**src/rtl/hvd_pkg.sv**
```systemverilog
// hvd_pkg: shared widths, types, constants and constant functions for the
// haversine distance pipeline. no dependencies.
`default_nettype none

package hvd_pkg;

    // fixed-point format of angles and of values in [0,1]
    localparam int ANGLE_FRAC_BITS  = 30;
    localparam int CORDIC_STEPS_DEF = 24;

    // rotation lanes: first latitude, second latitude, half dlat, half dlon
    localparam int LANES      = 4;
    localparam int LANE_LAT1  = 0;
    localparam int LANE_LAT2  = 1;
    localparam int LANE_DLAT  = 2;
    localparam int LANE_DLON  = 3;

    localparam int XY_W   = ANGLE_FRAC_BITS + 3;
    localparam int Z_W    = ANGLE_FRAC_BITS + 2;
    localparam int ROOT_W = ANGLE_FRAC_BITS + 1;
    localparam int REM_W  = ANGLE_FRAC_BITS + 4;
    localparam int RAD_W  = 2 * ROOT_W;

    typedef logic signed [XY_W-1:0] hvd_xy_t;
    typedef logic signed [Z_W-1:0]  hvd_z_t;

    typedef struct packed {
        logic valid;
        logic bad;
    } hvd_tag_t;

    // atan(2^-i) rounded to Q30
    function automatic hvd_z_t hvd_atan(input int step);
        hvd_z_t a;
        a = '0;
        case (step)
            0:  a = hvd_z_t'(843314857);
            1:  a = hvd_z_t'(497837829);
            2:  a = hvd_z_t'(263043837);
            3:  a = hvd_z_t'(133525159);
            4:  a = hvd_z_t'(67021687);
            5:  a = hvd_z_t'(33543516);
            6:  a = hvd_z_t'(16775851);
            7:  a = hvd_z_t'(8388437);
            8:  a = hvd_z_t'(4194283);
            9:  a = hvd_z_t'(2097149);
            default: begin
                if (step <= ANGLE_FRAC_BITS + 1) begin
                    a = hvd_z_t'(((64'd1 << (ANGLE_FRAC_BITS + 1 - step)) + 64'd1) >> 1);
                end else begin
                    a = '0;
                end
            end
        endcase
        return a;
    endfunction

    // unsigned long division by shift and subtract, elaboration only
    function automatic logic [63:0] hvd_udiv(input logic [63:0] n, input logic [63:0] d);
        logic [63:0] q;
        logic [64:0] r;
        q = '0;
        r = '0;
        for (int b = 63; b >= 0; b--) begin
            r = {r[63:0], n[b]};
            if (r >= {1'b0, d}) begin
                r    = r - {1'b0, d};
                q[b] = 1'b1;
            end
        end
        return q;
    endfunction

    // squared inverse cordic gain in Q60, truncated as each factor is applied
    function automatic logic [59:0] hvd_k2(input int steps);
        logic [63:0] g;
        g = 64'd1 << 60;
        for (int i = 0; i < steps; i++) begin
            if (2 * i < 62) begin
                g = g - hvd_udiv(g, (64'd1 << (2 * i)) + 64'd1);
            end
        end
        return g[59:0];
    endfunction

endpackage

`default_nettype wire

```
**src/rtl/hvd_vec_cell.sv**
```systemverilog
// hvd_vec_cell: one vectoring-mode cordic step, accumulates the angle.
// depends on hvd_pkg.
`default_nettype none

module hvd_vec_cell
    import hvd_pkg::*;
#(
    parameter int STEP = 0
) (
    input  wire logic     aclk,
    input  wire logic     aresetn,
    input  wire logic     en,
    input  wire hvd_tag_t tag_in,
    input  wire hvd_xy_t  x_in,
    input  wire hvd_xy_t  y_in,
    input  wire hvd_z_t   z_in,
    output hvd_tag_t      tag_out,
    output hvd_xy_t       x_out,
    output hvd_xy_t       y_out,
    output hvd_z_t        z_out
);

    localparam hvd_z_t ATN = hvd_atan(STEP);

    hvd_tag_t tag_reg;
    hvd_xy_t  x_reg, x_next;
    hvd_xy_t  y_reg, y_next;
    hvd_z_t   z_reg, z_next;

    always_comb begin
        if (!y_in[XY_W-1] && (|y_in)) begin
            x_next = x_in + (y_in >>> STEP);
            y_next = y_in - (x_in >>> STEP);
            z_next = z_in + ATN;
        end else begin
            x_next = x_in - (y_in >>> STEP);
            y_next = y_in + (x_in >>> STEP);
            z_next = z_in - ATN;
        end
    end

    always_ff @(posedge aclk) begin
        if (!aresetn) begin
            tag_reg <= '0;
        end else if (en) begin
            tag_reg <= tag_in;
        end
    end

    always_ff @(posedge aclk) begin
        if (en) begin
            x_reg <= x_next;
            y_reg <= y_next;
            z_reg <= z_next;
        end
    end

    assign tag_out = tag_reg;
    assign x_out   = x_reg;
    assign y_out   = y_reg;
    assign z_out   = z_reg;

endmodule

`default_nettype wire

```
**config.mk**
```make
export PLATFORM = sky130hd
export DESIGN_NAME = hvd_vec_cell
export DESIGN_NICKNAME = d
export VERILOG_FILES = /design/src/rtl/hvd_pkg.sv /design/src/rtl/hvd_vec_cell.sv
export SDC_FILE = /design/constraint.sdc
export NUM_CORES = 1
export LEC_CHECK = 0
export ABC_AREA = 0
export ABC_CLOCK_PERIOD_IN_PS = 6160
export BUFFER_PORTS_ARGS = -buffer_cell sky130_fd_sc_hd__buf_2
export CORE_MARGIN = 10
export CORE_UTILIZATION = 57
export CTS_CLUSTER_DIAMETER = 30
export CTS_CLUSTER_SIZE = 28
export DETAILED_ROUTE_END_ITERATION = 8
export PLACE_DENSITY = 0.89
export SLEW_MARGIN = 25
export SYNTH_ARGS = -nofsm -noshare
export SYNTH_HDL_FRONTEND = slang
export SYNTH_SLANG_ARGS = --single-unit
```
**constraint.sdc**
```tcl
create_clock -name aclk -period 6.16 [get_ports aclk]
set_clock_uncertainty 0.15 [all_clocks]
set_input_delay 0.616 -clock aclk [delete_from_list [all_inputs] [get_ports aclk]]
set_output_delay 0.616 -clock aclk [all_outputs]
set_load 0.01 [all_outputs]
```
==> results of run 1 <==
[Yosys cell counts (3+ instances only)]
library cell    n
a21oi_1       127
ha_1          126
nor2_1        115
inv_1          99
edfxtp_1       97
o21ai_0        80
xnor2_1        74
nand2_1        70
a21o_1         35
o21bai_1       31
nor3_1         27
clkbuf_1       24
nor2b_1        21
nand4_1        20
nand3_1        19
buf_2          17
xor2_1         16
o211ai_1       14
mux2i_1        13
nand2b_1       12
nor4_1         12
o21ai_1        11
a211oi_1       10
and2_1          8
a2111oi_0       6
inv_2           6
o21a_1          6
a31oi_1         5
and3_1          5
a211o_1         4
a21boi_0        4
buf_1           4
fa_1            4
o41ai_1         4
or2_2           4
or3_1           4
a21oi_2         3
a22oi_1         3
nor3b_1         3
o31ai_1         3
[flip-flops by register name, summed over array words and instances, names as in the netlist]
signal	flops
y_out	33
x_out	32
tag_out	2
z_out	32
[through the flow]
stage                     setup slack [ns]  cell area, sq um  hold WS [ns]
after floorplan                       1.56             10200         0.388
after global placement               0.972             11300         0.342
after detailed placement             0.815             11300         0.351
after CTS                             1.14             11600         0.334
after global routing                 0.664             11600         0.342
final                                 1.06             11600         0.345
[power by group through the flow]
stage	sequential (mW)	clock, mW	combinational [mW]
2_1_floorplan	0.996	0	0.601
3_3_place_gp	0.939	0	0.997
3_5_place_dp	0.942	0	1.02
4_1_cts	0.927	0.559	1.03
5_1_grt	0.935	0.594	1.14
6_report	0.926	0.554	1.05
[logic make-up (layout without fill, tap and decap cells)]
family	Yosys count	after routing	synth area share [%]
compound gates	389	389	24.5
xor+xnor	90	90	7.70
fa+ha+maj	130	130	16.2
buf+inv	155	329	6.04
flops	99	99	28.8
mux	13	13	1.27
other cells	0	1	0
simple gates	330	330	15.5
[final cells by class]
| cell class | count | area share [%] |
|---|---|---|
| antenna | 1 | 0.0215 |
| timing repair buffer | 206 | 8.96 |
| inverter | 107 | 3.45 |
| multi-input combinational | 952 | 57.3 |
| sequential | 99 | 25.4 |
| clock inverter | 7 | 0.602 |
| tap | 225 | 2.42 |
| clock buffer | 9 | 1.93 |
[layer usage]
layer  wire, um  global-route usage (%)  part of all wire [%]  up-vias
met1      13700                    36.2                    43     4591
met3       3670                    5.38                    12       30
met5          0                       0                     0        -
met4        437                    5.49                   1.4        0
met2      14000                    38.4                    44      648
li1           -                       -                     -     4685
[worst min-delay path by stage]
stage                from         end  slack (ns)  cells after the start
2_1_floorplan  tag_out[0]  tag_out[0]        0.39                      2
3_3_place_gp   tag_out[0]  tag_out[0]        0.34                      2
3_5_place_dp   tag_out[0]  tag_out[0]        0.35                      2
4_1_cts           aresetn  tag_out[0]        0.33                      2
5_1_grt           aresetn  tag_out[0]        0.34                      2
6_report          aresetn  tag_out[0]        0.35                      2
==> impl_metrics.ini, run 1 <==
[setup_path]
worstReg2RegStart = tag_out[1]
timing.critical_path.cells = buf_2, nor4_1, nand4_1, nor2_1, or2_2, inv_2, fa_1, nor2b_1, o21ai_1, a21o_1, a211o_1, a211oi_2, o21ai_1, a211o_1, mux2i_1, a2111oi_0
worst_setup_path_start_kind = input port
timing_startpoint_of_the_critical_path = y_in[1]
rrSetupSlack_ns = 5.39
worstPathBufferInverterCount = 2
worstSetupEndpointType = flip-flop
slowest_library_cell_on_the_worst_path = nor4_1
timing.critical_path.depth = 16
worstReg2RegEnd = tag_out[1]
endpoint = z_out[30]
crit_type = input port to flip-flop
worst-endpoint-required_ns = 6.14
crit_path_max_fanout = 15
worst-endpoint-arrival_ns = 5.08
reg2regPathDepth = 2
slowest_delay_ns = 0.56
timing.critical_path.max_delay_family = compound AO/OA/AOI/OAI gates

[global_route]
grt_use_total_pct = 25.4
grt_antenna_before_repair = 1
grt_first_pass_wirelength_um = 49700
grt_start_max_net_pins = 84
grt-ovfl-total = 0
grt_pass1_vias = 9290

[clocking]
post_cts_buffers = 0
clkTransAtPathRegs_ns = 0.08
number_of_h_tree_levels = 3
cts_tree = built
cts_resized = 0
clkLatencyLatePin_ns = 0.34
tritoncts.num_buffers = 9
clkSinkCount = 99
holdBufCountCts = 0
clock_path_buffers = 2
cts.root.buffer_cell = clkbuf_16

[sta]
grt_setup_unrepaired = false
fmaxAchievable_mhz = 196
worst_pin_slew_ns = 1.02
final.min_clock_period_ns = 5.10
layout_worst_path_cycle_share_pct = 82.9
timing.final.setup_violations = 0
worst_slew_margin_rel_pct = 31.9
finalHoldViolCount = 0
drv_slew = 0
final_sum_of_negative_setup_slack_ns = 0

[yosys]
synth.ff_latch_count = 99
avgSynthCellArea_sq_um = 8.49
postSynthNetCount = 1439
sequential_element_share_of_the_synthesized_area_pct = 28.8
async_flop_share_pct = 0
ys.flop_type = edfxtp_1
netlist.area_leader.share_pct = 28.4
synth_edf_count = 97
netlist_instances = 1206
netlist_top_cells_area = edfxtp_1 (28%), ha_1 (15%), xnor2_1 (6.3%)
synth_warnings = 0
synth_area_leader_cell = edfxtp_1
ys_types = 82
syn_area_sq_mm = 0.0102

[place]
dp_wirelength_um = 25800
place.detailed.instances = 1589
portBuffers = 202
place.gp.congestion = 1.05

[detailed_routing]
wl_per_cell_um = 19.8
routed_via_density = 6.20
post-route-drc-count = 0
via_count = 9954
dr.first_iter.drc_count = 1165
routed_wirelength_um = 31800
postRouteAntennaNets = 0
detail_route.first_pass.iterations = 5

[pwr]
internal_power_mw = 1.57
power.share.combinational_pct = 41.5
static-leakage-power_nw = 5.22
power_frac_seq_pct = 36.6
totalPowerFinal_mw = 2.53
power_switching_share_pct = 37.8
power_frac_clock_pct = 21.9
power-per-cell-area_mw_per_mm2 = 217
vdd_drop_max_v = 0.000235
net-switching-power_mw = 0.955

[final_layout]
fill_cells = 1454
area_growth_pct = 13.7
share_of_final_layout_standard_cells_stronger_than_drive_strength_1_pct = 18.3
ff_latch_area_sq_mm = 0.00295
layout.cells.most_common = buf_2
final_core_utilization_pct = 66.6
finish.cell_count_without_fillers = 1606
mostFrequentLayoutCells = buf_2 (201), a21oi_1 (127), ha_1 (126)
finalNetCount = 1608
multi_input_comb_area_sq_mm = 0.00667

[die]
chipWidth_um = 154
die_area_sq_mm = 0.0237
floorplan.initialDensity_pct = 58.6
floorplan.rows = 48
io_pins = 203
floorplan.core_area_sq_mm = 0.0175
die_y_um = 154

[min_path]
holdCritPathClass = input port to flip-flop

[outcome]
outcome = complete, no violations

[flow_run]
max_cap_viol_count = 0
(Power assumes the default switching activity.)
==> run 2: changes to the inputs <==
ABC_AREA = 1   (was 0)
ABC_CLOCK_PERIOD_IN_PS = 5000   (was 6160)
CORE_UTILIZATION = 59   (was 57)
PLACE_DENSITY = 0.9   (was 0.89)
clock period = 5 ns   (was 6.16 ns; I/O delays follow)
==> impl_metrics.ini, run 2 <==
[yosys]
synth_warnings = 0
netlist.area_leader.share_pct = 22.7
syn_area_sq_mm = 0.0128
ys_types = 38
ys.flop_type = edfxtp_1
synth_area_leader_cell = edfxtp_1
avgSynthCellArea_sq_um = 6.12
post_synth_most_frequent_cells = nand2_1 (762), inv_1 (382), nand3_1 (181)
synth.ff_latch_count = 99
synth_edf_count = 97
netlist_top_cells_area = edfxtp_1 (23%), nand2_1 (22%), ha_1 (12%)
async_flop_share_pct = 0
sequential_element_share_of_the_synthesized_area_pct = 23.1
yosys.cell_count.top_type = nand2_1
netlist_instances = 2093
postSynthNetCount = 2326

[clocking]
post_cts_buffers = 0
tritoncts.num_buffers = 9
holdBufCountCts = 0
clock_path_buffers = 2
clkLatencyLatePin_ns = 0.36
clkSinkCount = 99
clkTransAtPathRegs_ns = 0.08
cts.root.buffer_cell = clkbuf_16
cts_tree = built
number_of_h_tree_levels = 3
cts_resized = 0

[sta]
final.min_clock_period_ns = 3.45
drv_slew = 0
fmaxAchievable_mhz = 290
timing.final.setup_violations = 0
layout_worst_path_cycle_share_pct = 69.1
tightest_hold_margin_ns = 0.205
final_sum_of_negative_setup_slack_ns = 0
worst_pin_slew_ns = 0.779
worst_slew_margin_rel_pct = 48.1
finalHoldViolCount = 0
grt_setup_unrepaired = false

[final_layout]
finalNetCount = 2499
mostFrequentLayoutCells = nand2_1 (761), inv_1 (381), buf_2 (201)
largest_reg_flops = 33
fill_cells = 1958
ant_cells = 0
layout.cells.most_common = nand2_1
share_of_final_layout_standard_cells_stronger_than_drive_strength_1_pct = 11.1
stdcell_area_sq_mm = 0.0142
final_core_utilization_pct = 66.7
area_growth_pct = 10.5

[detailed_routing]
routed_wirelength_um = 44800
postRouteAntennaNets = 0
wl_per_cell_um = 17.6
via_count = 14200
routed_via_density = 5.59
post-route-drc-count = 0
detail_route.first_pass.iterations = 5
dr.first_iter.drc_count = 1348

[setup_path]
worstSetupEndpointType = flip-flop
worst-endpoint-arrival_ns = 3.42
slowest_library_cell_on_the_worst_path = ha_1
timing_startpoint_of_the_critical_path = y_in[27]
worstPathBufferInverterCount = 3
worstReg2RegStart = tag_out[0]
worst_setup_path_start_kind = input port
crit_path_max_fanout = 30
endpoint = z_out[19]
reg2regPathDepth = 2
rrSetupSlack_ns = 4.20
timing.critical_path.depth = 15
critical-path-top-cell-by-count = nor2_1
timing.critical_path.cells = buf_2, inv_1, nand4_1, nor2_1, nand4_1, nand2_2, buf_4, ha_1, a21oi_1, nor2_1, nor2_1, nor2_1, o21ai_0, nand3_1, xor2_1
worstReg2RegEnd = tag_out[0]
worst-endpoint-required_ns = 4.96
crit_type = input port to flip-flop
timing.critical_path.max_delay_family = simple AND/OR/NAND/NOR gates
slowest_delay_ns = 0.37

[die]
floorplan.rows = 53
floorplan.initialDensity_pct = 60.3
die_area_sq_mm = 0.0280
floorplan.core_area_sq_mm = 0.0212
chipWidth_um = 167
die_y_um = 167
io_pins = 203

[global_route]
grt-ovfl-total = 0
fraction_of_met2_tracks_used_by_global_routing_pct = 50.5
grt_first_pass_wirelength_um = 69200
grt_most_used_layer = met2
grt_use_total_pct = 30.4
grt_antenna_before_repair = 0
grt_start_max_net_pins = 62
groute.layer.met1.usage_pct = 39.7
grt_pass1_vias = 13300
gr_met3_demand_resource_pct = 3.79

[pwr]
power.share.combinational_pct = 44.6
static-leakage-power_nw = 8.03
power_switching_share_pct = 43.3
vdd_drop_max_v = 0.000181
power_frac_clock_pct = 22.3
power-per-cell-area_mw_per_mm2 = 238
internal_power_mw = 1.91
net-switching-power_mw = 1.45
power_frac_seq_pct = 33.1
totalPowerFinal_mw = 3.36

[place]
post_dp_cell_area_sq_mm = 0.0139
dp_wirelength_um = 37500
portBuffers = 202
place.gp.congestion = 1.02

[flow_run]
max_cap_viol_count = 0

[min_path]
holdCritPathClass = input port to flip-flop

[outcome]
outcome = complete, no violations
[run 2: cell count changes in the layout (fill, tap and decap cells not counted), moves of 17 or more]
cell | before | now
nand3_1 | 19 | 181
xnor2_1 | 74 | 4
a21o_1 | 35 | 3
o21ai_0 | 80 | 59
inv_1 | 99 | 381
xor2_1 | 16 | 45
a21oi_1 | 127 | 110
nand2_1 | 70 | 761
nor2b_1 | 21 | 0
nor3_1 | 27 | 10
nor2_1 | 115 | 163
[run 2: worst register-to-register path, stage by stage (launching register included)]
cell and delay, ns:
dfxtp_1 0.31, o21ai_0 0.18, nor2_1 0.06
[run 2: power groups by stage]
stage,logic [mW],clock network [mW],registers (mW)
floorplan,0.900,0,1.19
global placement,1.44,0,1.13
detailed placement,1.46,0,1.13
CTS,1.47,0.758,1.11
global route,1.65,0.789,1.12
finish,1.50,0.750,1.11
[run 2: logic make-up after synthesis]
family	count (synthesis)	share of synthesized area [%]
DFF	99	23.1
and+or+nand+nor	1180	38.0
xor gates and xnor gates	49	3.35
AOI/OAI and AO/OA	207	8.75
buffers and inverters	428	13.9
adders and majority gates	130	12.9
[run 2: worst min path at each step]
stage               startpoint         end  slack (ns)  depth (start not counted)
global placement    tag_out[1]  tag_out[1]        0.32                          2
CTS                  tag_in[0]  tag_out[0]        0.20                          3
detailed placement  tag_out[1]  tag_out[1]        0.35                          2
finish               tag_in[0]  tag_out[0]        0.21                          3
floorplan           tag_out[1]  tag_out[1]        0.38                          2
global route         tag_in[0]  tag_out[0]        0.24                          3
[run 2: layout make-up]
class | instances | area (sq um) | area share (%)
flip-flops and latches | 99 | 2950 | 20.9
well taps | 275 | 344 | 2.43
multi-input cells | 1566 | 8070 | 57.0
inverters | 384 | 1440 | 10.2
clock inverters | 7 | 73.8 | 0.522
clock buffers | 9 | 225 | 1.59
repair buffers | 206 | 1040 | 7.37
[run 2: layer usage]
layer  part of all wire, %  up-vias
met3                   9.8       82
li1                      -     6911
met2                    46      789
met1                    41     6457
met5                     0        -
met4                   3.6        0
[run 2: metrics by stage]
step	std cells	setup slack, ns
5_1_grt	2546	1.43
2_1_floorplan	2093	1.97
4_1_cts	2546	1.64
3_3_place_gp	2530	1.23
3_5_place_dp	2530	1.25
6_report	2546	1.55
