### config.mk
export PLATFORM = sky130hd
export DESIGN_NAME = hvd_sqrt_cell
export DESIGN_NICKNAME = d
export VERILOG_FILES = /design/src/rtl/hvd_pkg.sv /design/src/rtl/hvd_sqrt_cell.sv
export SDC_FILE = /design/constraint.sdc
export NUM_CORES = 1
export LEC_CHECK = 0
export BUFFER_PORTS_ARGS = -buffer_cell sky130_fd_sc_hd__buf_2
export CORE_AREA = 2 2 201 203
export DETAILED_ROUTE_END_ITERATION = 12
export DIE_AREA = 0 0 203 205
export GPL_TIMING_DRIVEN = 1
export PLACE_DENSITY = 0.62
export SKIP_LAST_GASP = 1
export SYNTH_ARGS = -nofsm -noshare
export SYNTH_HDL_FRONTEND = slang
export SYNTH_SLANG_ARGS = --single-unit
### constraint.sdc
create_clock -name aclk -period 3.2 [get_ports aclk]
set_input_delay 0.32 -clock aclk [delete_from_list [all_inputs] [get_ports aclk]]
set_output_delay 0.32 -clock aclk [all_outputs]
set_load 0.02 [all_outputs]
### src/rtl/hvd_pkg.sv
// hvd_pkg: shared widths, types, constants and constant functions for the
// haversine distance pipeline. no dependencies.
`default_nettype none

package hvd_pkg;

    // fixed-point format of angles and of values in [0,1]
    localparam int ANGLE_FRAC_BITS  = 30;
    localparam int CORDIC_STEPS_DEF = 24;

    // rotation lanes: first latitude, second latitude, half dlat, half dlon
    localparam int LANES      = 4;
    localparam int LANE_LAT1  = 0;
    localparam int LANE_LAT2  = 1;
    localparam int LANE_DLAT  = 2;
    localparam int LANE_DLON  = 3;

    localparam int XY_W   = ANGLE_FRAC_BITS + 3;
    localparam int Z_W    = ANGLE_FRAC_BITS + 2;
    localparam int ROOT_W = ANGLE_FRAC_BITS + 1;
    localparam int REM_W  = ANGLE_FRAC_BITS + 4;
    localparam int RAD_W  = 2 * ROOT_W;

    typedef logic signed [XY_W-1:0] hvd_xy_t;
    typedef logic signed [Z_W-1:0]  hvd_z_t;

    typedef struct packed {
        logic valid;
        logic bad;
    } hvd_tag_t;

    // atan(2^-i) rounded to Q30
    function automatic hvd_z_t hvd_atan(input int step);
        hvd_z_t a;
        a = '0;
        case (step)
            0:  a = hvd_z_t'(843314857);
            1:  a = hvd_z_t'(497837829);
            2:  a = hvd_z_t'(263043837);
            3:  a = hvd_z_t'(133525159);
            4:  a = hvd_z_t'(67021687);
            5:  a = hvd_z_t'(33543516);
            6:  a = hvd_z_t'(16775851);
            7:  a = hvd_z_t'(8388437);
            8:  a = hvd_z_t'(4194283);
            9:  a = hvd_z_t'(2097149);
            default: begin
                if (step <= ANGLE_FRAC_BITS + 1) begin
                    a = hvd_z_t'(((64'd1 << (ANGLE_FRAC_BITS + 1 - step)) + 64'd1) >> 1);
                end else begin
                    a = '0;
                end
            end
        endcase
        return a;
    endfunction

    // unsigned long division by shift and subtract, elaboration only
    function automatic logic [63:0] hvd_udiv(input logic [63:0] n, input logic [63:0] d);
        logic [63:0] q;
        logic [64:0] r;
        q = '0;
        r = '0;
        for (int b = 63; b >= 0; b--) begin
            r = {r[63:0], n[b]};
            if (r >= {1'b0, d}) begin
                r    = r - {1'b0, d};
                q[b] = 1'b1;
            end
        end
        return q;
    endfunction

    // squared inverse cordic gain in Q60, truncated as each factor is applied
    function automatic logic [59:0] hvd_k2(input int steps);
        logic [63:0] g;
        g = 64'd1 << 60;
        for (int i = 0; i < steps; i++) begin
            if (2 * i < 62) begin
                g = g - hvd_udiv(g, (64'd1 << (2 * i)) + 64'd1);
            end
        end
        return g[59:0];
    endfunction

endpackage

`default_nettype wire

### src/rtl/hvd_sqrt_cell.sv
// hvd_sqrt_cell: one result bit of a digit-by-digit square root, two lanes.
// depends on hvd_pkg.
`default_nettype none

module hvd_sqrt_cell
    import hvd_pkg::*;
(
    input  wire logic              aclk,
    input  wire logic              aresetn,
    input  wire logic              en,
    input  wire hvd_tag_t          tag_in,
    input  wire logic [RAD_W-1:0]  rad_in  [2],
    input  wire logic [ROOT_W-1:0] root_in [2],
    input  wire logic [REM_W-1:0]  rem_in  [2],
    output hvd_tag_t               tag_out,
    output logic      [RAD_W-1:0]  rad_out  [2],
    output logic      [ROOT_W-1:0] root_out [2],
    output logic      [REM_W-1:0]  rem_out  [2]
);

    hvd_tag_t          tag_reg;
    logic [RAD_W-1:0]  rad_reg   [2];
    logic [ROOT_W-1:0] root_reg  [2];
    logic [REM_W-1:0]  rem_reg   [2];
    logic [RAD_W-1:0]  rad_next  [2];
    logic [ROOT_W-1:0] root_next [2];
    logic [REM_W-1:0]  rem_next  [2];
    logic [REM_W-1:0]  rem_sh    [2];
    logic [REM_W-1:0]  trial     [2];

    always_comb begin
        for (int k = 0; k < 2; k++) begin
            rem_sh[k]   = {rem_in[k][REM_W-3:0], rad_in[k][RAD_W-1:RAD_W-2]};
            trial[k]    = REM_W'({root_in[k], 2'b01});
            rad_next[k] = {rad_in[k][RAD_W-3:0], 2'b00};
            if (rem_sh[k] >= trial[k]) begin
                rem_next[k]  = rem_sh[k] - trial[k];
                root_next[k] = {root_in[k][ROOT_W-2:0], 1'b1};
            end else begin
                rem_next[k]  = rem_sh[k];
                root_next[k] = {root_in[k][ROOT_W-2:0], 1'b0};
            end
        end
    end

    always_ff @(posedge aclk) begin
        if (!aresetn) begin
            tag_reg <= '0;
        end else if (en) begin
            tag_reg <= tag_in;
        end
    end

    always_ff @(posedge aclk) begin
        if (en) begin
            for (int k = 0; k < 2; k++) begin
                rad_reg[k]  <= rad_next[k];
                root_reg[k] <= root_next[k];
                rem_reg[k]  <= rem_next[k];
            end
        end
    end

    assign tag_out  = tag_reg;
    assign rad_out  = rad_reg;
    assign root_out = root_reg;
    assign rem_out  = rem_reg;

endmodule

`default_nettype wire

==> results of run 1 <==
## cell usage in the layout (no fill, tap or decap), types with 29 or more instances in the layout
| master | netlist | routed |
|---|---|---|
| a21oi_1 | 59 | 56 |
| buf_4 | 6 | 29 |
| buf_2 | 13 | 505 |
| edfxtp_1 | 250 | 250 |
| nand2_1 | 95 | 95 |
| ha_1 | 66 | 66 |
| a21o_1 | 33 | 33 |
| o21ai_0 | 75 | 74 |
| dlygate4sd3_1 | 0 | 183 |
| nor2_1 | 37 | 37 |
| inv_1 | 85 | 85 |
| xnor2_1 | 29 | 29 |
## power breakdown
part	total, mW	switching [mW]	internal, mW
clock network	3.33	1.39	1.95
logic	2.26	1.35	0.906
registers	4.13	0.0951	4.03
## metal layers
| metal | vias to the layer above | global-route usage (%) | routed length, µm |
|---|---|---|---|
| li1 | 5062 | - | - |
| met1 | 5013 | 22.7 | 16800 |
| met2 | 385 | 31.3 | 19500 |
| met3 | 65 | 4.76 | 3050 |
| met4 | 6 | 5.11 | 915 |
| met5 | - | 0 | 38 |
## per-stage QoR
stage / utilization [%] / power [mW]
after global routing: 46.5 / 10.1
after global placement: 39.3 / 6.22
final: 46.5 / 9.72
after floorplan: - / 5.39
after CTS: 46.3 / 9.77
after detailed placement: 39.3 / 6.25
## how the worst min path moves through the flow
stage,start,endpoint,slack (ps),cells past startpoint
2_1_floorplan,rad_in[98],rad_out[100],420,0
3_3_place_gp,rad_in[68],rad_out[70],500,1
3_5_place_dp,rad_in[62],rad_out[64],500,1
4_1_cts,root_in[40],root_out[41],10,1
5_1_grt,rem_in[49],rem_out[51],30,3
6_report,rem_in[27],rem_out[29],50,3
## worst max-delay path, cell delays in order
cell	delay, ps
dlygate4sd3_1	530
buf_2	120
inv_1	40
ha_1	300
a21o_1	210
a21o_1	170
a21oi_1	220
nor2_1	70
a211oi_1	340
o31ai_2	190
buf_4	200
a2111oi_0	450
a311oi_1	100
o21ai_0	230
## registers in the layout, summed over array words and instances, names as in the netlist
name	flops
tag_out	2
rem_out	68
root_out	62
rad_out	120
## layout make-up
type | count | area, µm² | share of cell area [%]
inverter | 87 | 327 | 1.78
sequential | 252 | 7550 | 41.2
antenna | 4 | 10.0 | 0.0547
timing repair buffer | 724 | 4700 | 25.7
multi-input combinational | 608 | 4100 | 22.4
clock buffer | 31 | 712 | 3.89
tap | 525 | 657 | 3.59
clock inverter | 20 | 246 | 1.35
## logic make-up after synthesis
family	count (synthesis)	share of synthesized area (%)
adders and majority gates	66	6.83
and+or+nand+nor	207	7.71
xor gates and xnor gates	54	3.91
buffers and inverters	118	3.99
AOI/OAI and AO/OA	274	14.8
other	1	0.0310
DFF	252	62.4
muxes	3	0.248
## timing repair
item,CTS,global route
gates resized for setup,0,8
hold buffers,182,1
setup buffers,0,0
endpoints found under the setup margin,0,7
endpoints found under the hold margin,181,1
==> results.cfg, run 1 <==
[synth]
synth_area_leaders = edfxtp_1, ha_1, o21ai_0, nand2_1, inv_1
yosys-top-cells-count = edfxtp_1, nand2_1, inv_1
ys_seq_area_share_pct = 62.4
avgSynthCellArea_um2 = 12.4
synth_edf_count = 250
synth.most_common_cell = edfxtp_1
ys_ff_latch = 252
synth-main-ff-cell = edfxtp_1
synth.top_cell.area_share_pct = 62.1
synth_cells = 975
yosysWarnings = 0
synth_area_leader_cell = edfxtp_1
async_flop_share_pct = 0
syn-cell-area_um2 = 12100
synth_cell_type_count = 62

[timing]
fin_ws_ps = 91.5
period_minus_slack_ps = 3110
worst_pin_slew_ps = 825
hold_viol = 0
layout_worst_path_cycle_share_pct = 97.1
fin_tns_setup_ps = 0
drv_slew = 0
finalSetupViolations = 0
relSlewSlack_pct = 45.0
hold_slack_ps = 47.2
rsz0062_at_grt = true
fin_skew_ps = 0
timing.fmax_ghz = 0.322

[critical_path]
end_kind = flop
r2r-end = tag_out[0]
criticalPathCategory = input pin to flop
r2r_cells = 3
crit_end = rem_out[22]
rr_startpoint = tag_out[0]
crit_arrival_ps = 3490
cp_max_fo = 5
setup.worst_path.start_class = input pin
crit_path_start = root_in[13]
r2r_setup_slack_ps = 2060
cp_data_required_time_ps = 3580

[grt]
antenna_found_initial = 6
grt_pass1_wl_um = 59200
grt.overflow.total = 0
grt_pass1_vias = 10641
grt_max_degree = 96
track_usage_pct = 18.2

[floorplanning]
die_y_um = 205
ios = 515
dieArea_um2 = 41600
core_um2 = 39400
die_width_um = 203
initial_core_util_pct = 30.7
rows = 73

[clock_network]
insertion_delay_ps = 560
htree_levels = 1
cts.sinks = 252
clockBufferDepth = 3
cts_tree = yes
clk_pin_slew_ps = 70
cts_root_buf = clkbuf_16
numCtsBuffers = 28

[layout]
nets = 2026
final_area_um2 = 18300
fin_cells = 2251
nFillCells = 3509
layout-drive-gt1-share_pct = 35.5
syn_to_final_growth_pct = 51.5

[route]
vias = 10531
drc = 0
wl_um = 40300
dr.pass1.iters = 5
drtIter0Drc = 546
postRouteAntennaNets = 0
avgRoutedWirePerCell_um = 17.9
drt-vias-per-instance = 4.68

[flow_run]
maxCapViolations = 0

[placement]
io_buffers = 506
place.gp.congestion = 0.878
dp_cells = 2013
dpl_worst_slack_ps = 44.1
dpl_cell_area_um2 = 15500
dp_hpwl_um = 29500

[worst_hold_path]
hold_class = input pin to flop

[power]
leakage_nw = 8.11
p_per_area_nw_per_um2 = 531
ir_drop_mv = 0.318

[run_status]
status = finished clean
Note: power is estimated with default switching activity, not from simulation.
==> run 2: changes to the inputs <==
==> config.mk (replaced) <==
export PLATFORM = sky130hd
export DESIGN_NAME = hvd_sqrt_cell
export DESIGN_NICKNAME = d
export VERILOG_FILES = /design/src/rtl/hvd_pkg.sv /design/src/rtl/hvd_sqrt_cell.sv
export SDC_FILE = /design/constraint.sdc
export NUM_CORES = 1
export LEC_CHECK = 0
export CORE_AREA = 2 2 199 201
export DETAILED_ROUTE_END_ITERATION = 12
export DIE_AREA = 0 0 201 203
export DONT_BUFFER_PORTS = 1
export GPL_TIMING_DRIVEN = 1
export PLACE_DENSITY = 0.51
export SKIP_LAST_GASP = 1
export SYNTH_ARGS = -nofsm -noshare
export SYNTH_HDL_FRONTEND = slang
export SYNTH_SLANG_ARGS = --single-unit
==> run 2 against run 1 <==
- the flow now finishes with violations (negative hold slack)
- via count down 17%
- clock power fell by 15%
- hold slack lost 150 ps
- register-to-register slack got worse by 170 ps
- power shrank 9.6%
- critical path depth decreased by 1
- clock skew did not move
- wire length shrank 5.2%
- critical endpoint is now rem_out[25]
- largest cell class unchanged
- highest routed layer is now met4
==> results.cfg, run 2 (synthesis results as in run 1) <==
[power]
p_per_area_nw_per_um2 = 545
power.share.clock_pct = 32.2
p_switching_mw = 2.54
comb_power_share_pct = 14.6
p_int_mw = 6.24
leakage_nw = 6.25
ir_drop_mv = 0.328
switching_share_pct = 28.9
p_seq_share_pct = 53.1

[critical_path]
cp_cell_sequence = inv_1, ha_1, and3_1, a31oi_1, o221ai_1, buf_4, o211ai_1, o21ai_1, a211o_1, a21oi_1, buf_4, xor2_1, o21ai_0
crit_path_frequent_cell = buf_4
cpPeakStageDelay_ps = 350
crit_arrival_ps = 2800
cp_max_fo = 4
setup.worst_path.start_class = input pin
cp_data_required_time_ps = 3490
slowest_stage = a211o_1
criticalPathCategory = input pin to flop
end_kind = flop

[layout]
nets = 1582
largest_reg_flops = 120
mostFrequentLayoutCell = edfxtp_1
nFillCells = 3587
final_util_pct = 41.9
syn_to_final_growth_pct = 33.2
antenna_cells = 0
fin_cells = 1791
layout-drive-gt1-share_pct = 7.15
final_area_um2 = 16100
mostFrequentLayoutCells = edfxtp_1, dlygate4sd3_1, nand2_1

[floorplanning]
dieArea_um2 = 40800
ios = 515
initial_core_util_pct = 31.4
die_y_um = 203
rows = 72
core_um2 = 38500
die_width_um = 201

[route]
m1WireLength_um = 15400
top_layer_used = met4
dr.pass1.iters = 5
drtIter0Drc = 489
wl_met3_um = 3020
vias = 8751
drc = 0
postRouteAntennaNets = 0
avgRoutedWirePerCell_um = 21.3
drt-vias-per-instance = 4.89
wl_met2_um = 18800
wl_um = 38200

[timing]
hold_slack_ps = -103
timing.fmax_ghz = 0.398
finalSetupViolations = 0
drv_slew = 0
fin_tns_setup_ps = 0
hold_viol = 52
layout_worst_path_cycle_share_pct = 78.4
period_minus_slack_ps = 2510
fin_skew_ps = 0
rsz0062_at_grt = false
worst_pin_slew_ps = 699
relSlewSlack_pct = 53.4

[clock_network]
cts_resized = 0
post_cts_buffers = 0
cts.sinks = 252
clockBufferDepth = 3
insertion_delay_ps = 540
htree_levels = 1
numCtsBuffers = 27
holdBufCountCts = 244
cts_root_buf = clkbuf_16
clk_pin_slew_ps = 60
cts_tree = yes

[placement]
io_buffers = 0
dp_hpwl_um = 26700
dp_cells = 1502
dpl_cell_area_um2 = 12900
place.gp.congestion = 0.857

[worst_hold_path]
hold_class = input pin to flop

[grt]
grt_max_degree = 253
grt.overflow.total = 0
antenna_found_initial = 1
grt_pass1_vias = 8697
track_usage_pct = 17.7
grt_pass1_wl_um = 55100

[run_status]
violations = negative hold slack
status = finished with violations

[flow_run]
maxCapViolations = 0
run 2: worst paths after layout:
| path | cells past startpoint | end | start | slack, ps |
|---|---|---|---|---|
| setup / recovery | 13 | rem_out[25] | root_in[6] | 690 |
| hold reg to reg | 3 | tag_out[1] | tag_out[1] | 1180 |
| setup reg to reg | 3 | tag_out[1] | tag_out[1] | 1890 |
| hold / removal | 0 | rad_out[52] | en | -100 |
run 2: metrics by stage:
step,power [mW],setup slack [ps]
final,8.78,690
after floorplan,5.39,501
after global routing,9.16,512
after CTS,8.89,730
after detailed placement,5.76,158
after global placement,5.75,189
run 2: power groups by stage:
stage / Sequential (mW) / Clock [mW] / Combinational [mW]
5_1_grt: 4.69 / 3.04 / 1.43
2_1_floorplan: 4.62 / 0 / 0.765
6_report: 4.67 / 2.83 / 1.29
3_3_place_gp: 4.74 / 0 / 1.01
3_5_place_dp: 4.74 / 0 / 1.02
4_1_cts: 4.67 / 2.93 / 1.28
run 2: final cells by class:
type	count	area, µm²	share of cell area, %
Tap cell	518	648	4.03
Inverter	87	327	2.03
Sequential cell	252	7550	46.9
Clock inverter	11	65.1	0.404
Clock buffer	34	702	4.36
Multi-Input combinational cell	608	4070	25.3
Timing Repair Buffer	281	2750	17.0
run 2: layer usage:
layer | vias to the layer above | track usage [%]
met5 | - | 0
met4 | 0 | 5.63
met3 | 48 | 4.88
met2 | 365 | 30.6
met1 | 4175 | 21.4
li1 | 4163 | -
run 2: critical path, delay by kind of cell:
kind | cells | cell delay [ps]
and+or+nand+nor | 1 | 200
xor gates and xnor gates | 1 | 170
AOI/OAI and AO/OA | 7 | 1420
adders and majority gates | 1 | 320
buffers and inverters | 3 | 360
==> run 3: changes to the inputs <==
--- a/config.mk
+++ b/config.mk
@@ -5,12 +5,12 @@
 export SDC_FILE = /design/constraint.sdc
 export NUM_CORES = 1
 export LEC_CHECK = 0
-export CORE_AREA = 2 2 199 201
+export CORE_AREA = 2 2 197 199
 export DETAILED_ROUTE_END_ITERATION = 12
-export DIE_AREA = 0 0 201 203
+export DIE_AREA = 0 0 199 201
 export DONT_BUFFER_PORTS = 1
 export GPL_TIMING_DRIVEN = 1
-export PLACE_DENSITY = 0.51
+export PLACE_DENSITY = 0.53
 export SKIP_LAST_GASP = 1
 export SYNTH_ARGS = -nofsm -noshare
 export SYNTH_HDL_FRONTEND = slang
==> constraint.sdc (replaced) <==
create_clock -name aclk -period 2 [get_ports aclk]
set_input_delay 0.2 -clock aclk [delete_from_list [all_inputs] [get_ports aclk]]
set_output_delay 0.2 -clock aclk [all_outputs]
set_load 0.02 [all_outputs]
==> run 3 against run 2 <==
- first-iteration DRC count decreased by 13%
- largest cell class unchanged
- via count grew 8.2%
- the flow finishes with violations (negative hold slack, negative setup slack)
- wire length up 5.6%
- setup slack lost 730 ps
==> results.cfg, run 3 (synthesis results as in run 1) <==
[placement]
io_buffers = 0
dpl_cell_area_um2 = 14500
dpl_worst_slack_ps = -806
place.gp.congestion = 0.791
dp_hpwl_um = 27300

[critical_path]
cp_cell_sequence = inv_12, ha_4, nor2b_4, o31a_1, o311a_1, o21ai_2, a21oi_2, a31o_4, a21oi_4, buf_6, buf_8, a31oi_1, a21o_1
cpPeakStageDelay_ps = 350
crit_arrival_ps = 2370
path_buf_inv = 3
cp_data_required_time_ps = 2320
criticalPathCategory = input pin to flop
slowest_stage = o311a_1
r2r_setup_slack_ps = 680
end_kind = flop
setup.worst_path.start_class = input pin
crit_family = compound AO/OA/AOI/OAI gates
cp_max_fo = 4

[timing]
drv_slew = 0
hold_slack_ps = -236
fin_skew_ps = 0
finalSetupViolations = 11
period_minus_slack_ps = 2040
hold_viol = 152
timing.fmax_ghz = 0.489
fin_ws_ps = -44.7
rsz0062_at_grt = true
layout_worst_path_cycle_share_pct = 102

[floorplanning]
core_um2 = 38100
dieArea_um2 = 40000
die_width_um = 199
initial_core_util_pct = 31.7
rows = 72
die_y_um = 201
ios = 515

[power]
p_per_area_nw_per_um2 = 826
leakage_nw = 7.39
power.total_mw = 15.4
ir_drop_mv = 0.592

[grt]
antenna_found_initial = 2
track_usage_pct = 18.7
grt.overflow.total = 0
grt_max_degree = 253
grt_pass1_wl_um = 57200
grt_pass1_vias = 9855

[flow_run]
maxCapViolations = 0

[clock_network]
clk_pin_slew_ps = 70
cts.sinks = 252
cts_tree = yes
holdBufCountCts = 252
numCtsBuffers = 27
htree_levels = 1
clockBufferDepth = 3
insertion_delay_ps = 550
cts_root_buf = clkbuf_16

[route]
vias = 9469
postRouteAntennaNets = 0
drtIter0Drc = 424
dr.pass1.iters = 4
drc = 0
wl_um = 40300
avgRoutedWirePerCell_um = 20.3
drt-vias-per-instance = 4.77

[layout]
mostFrequentLayoutCell = dlygate4sd3_1
layout-drive-gt1-share_pct = 26.1
nets = 1772
mostFrequentLayoutCells = dlygate4sd3_1, edfxtp_1, buf_4
final_area_um2 = 18600
syn_to_final_growth_pct = 53.9
largest_reg_flops = 120

[run_status]
violations = negative hold slack, negative setup slack
status = finished with violations

[worst_hold_path]
hold_class = input pin to flop
## run 3: worst paths after layout
path	to	start	cells after the start
max	rem_out[54]	root_in[31]	13
min	rad_out[14]	en	0
max reg2reg	tag_out[0]	tag_out[0]	3
min reg2reg	tag_out[1]	tag_out[1]	3
## run 3: routing by layer
metal,vias up,GRT usage (%),share of wire [%]
li1,4553,-,-
met1,4522,20.0,37
met3,55,6.43,8.8
met4,2,5.33,2.3
met2,337,34.6,52
met5,-,0,0.032
## run 3: cell type report
cell class              instances  area, µm²
clock buffers                  29        683
diodes                          1       2.50
multi-input cells             608       4790
fillers                      3335      19500
inverters                      87        384
repair buffers                471       4350
well taps                     518        648
clock inverters                21        189
flip-flops and latches        252       7550
## run 3: worst register-to-register path, stage by stage, from the launching register on
cell and delay, ps:
dfxtp_1 450, mux2i_1 110, nor2b_1 130, dlygate4sd3_1 570
## run 3: stage by stage
| step | util [%] | hold WS [ps] | std cells | setup TNS [ps] |
|---|---|---|---|---|
| floorplan | - | 299 | 978 | -23020 |
| global placement | 38.0 | 299 | 1662 | -40070 |
| detailed placement | 38.0 | 299 | 1662 | -42220 |
| CTS | 47.3 | -247 | 1971 | -69.5 |
| global route | 48.8 | -261 | 1986 | -1550 |
| finish | 48.8 | -236 | 1987 | -192 |
## run 3: what timing repair did
action                     CTS  global route
hold endpoints to repair   500           250
setup buffers                7            10
resized for setup           29            82
setup endpoints to repair   33            67
cloned                       0             6
pin swaps                   12            32
## run 3: power by group
group | internal (mW) | leakage [nW] | switching (mW)
Sequential | 6.50 | 2.46 | 0.941
Combinational | 1.61 | 4.51 | 1.30
Clock | 2.86 | 0.421 | 2.15
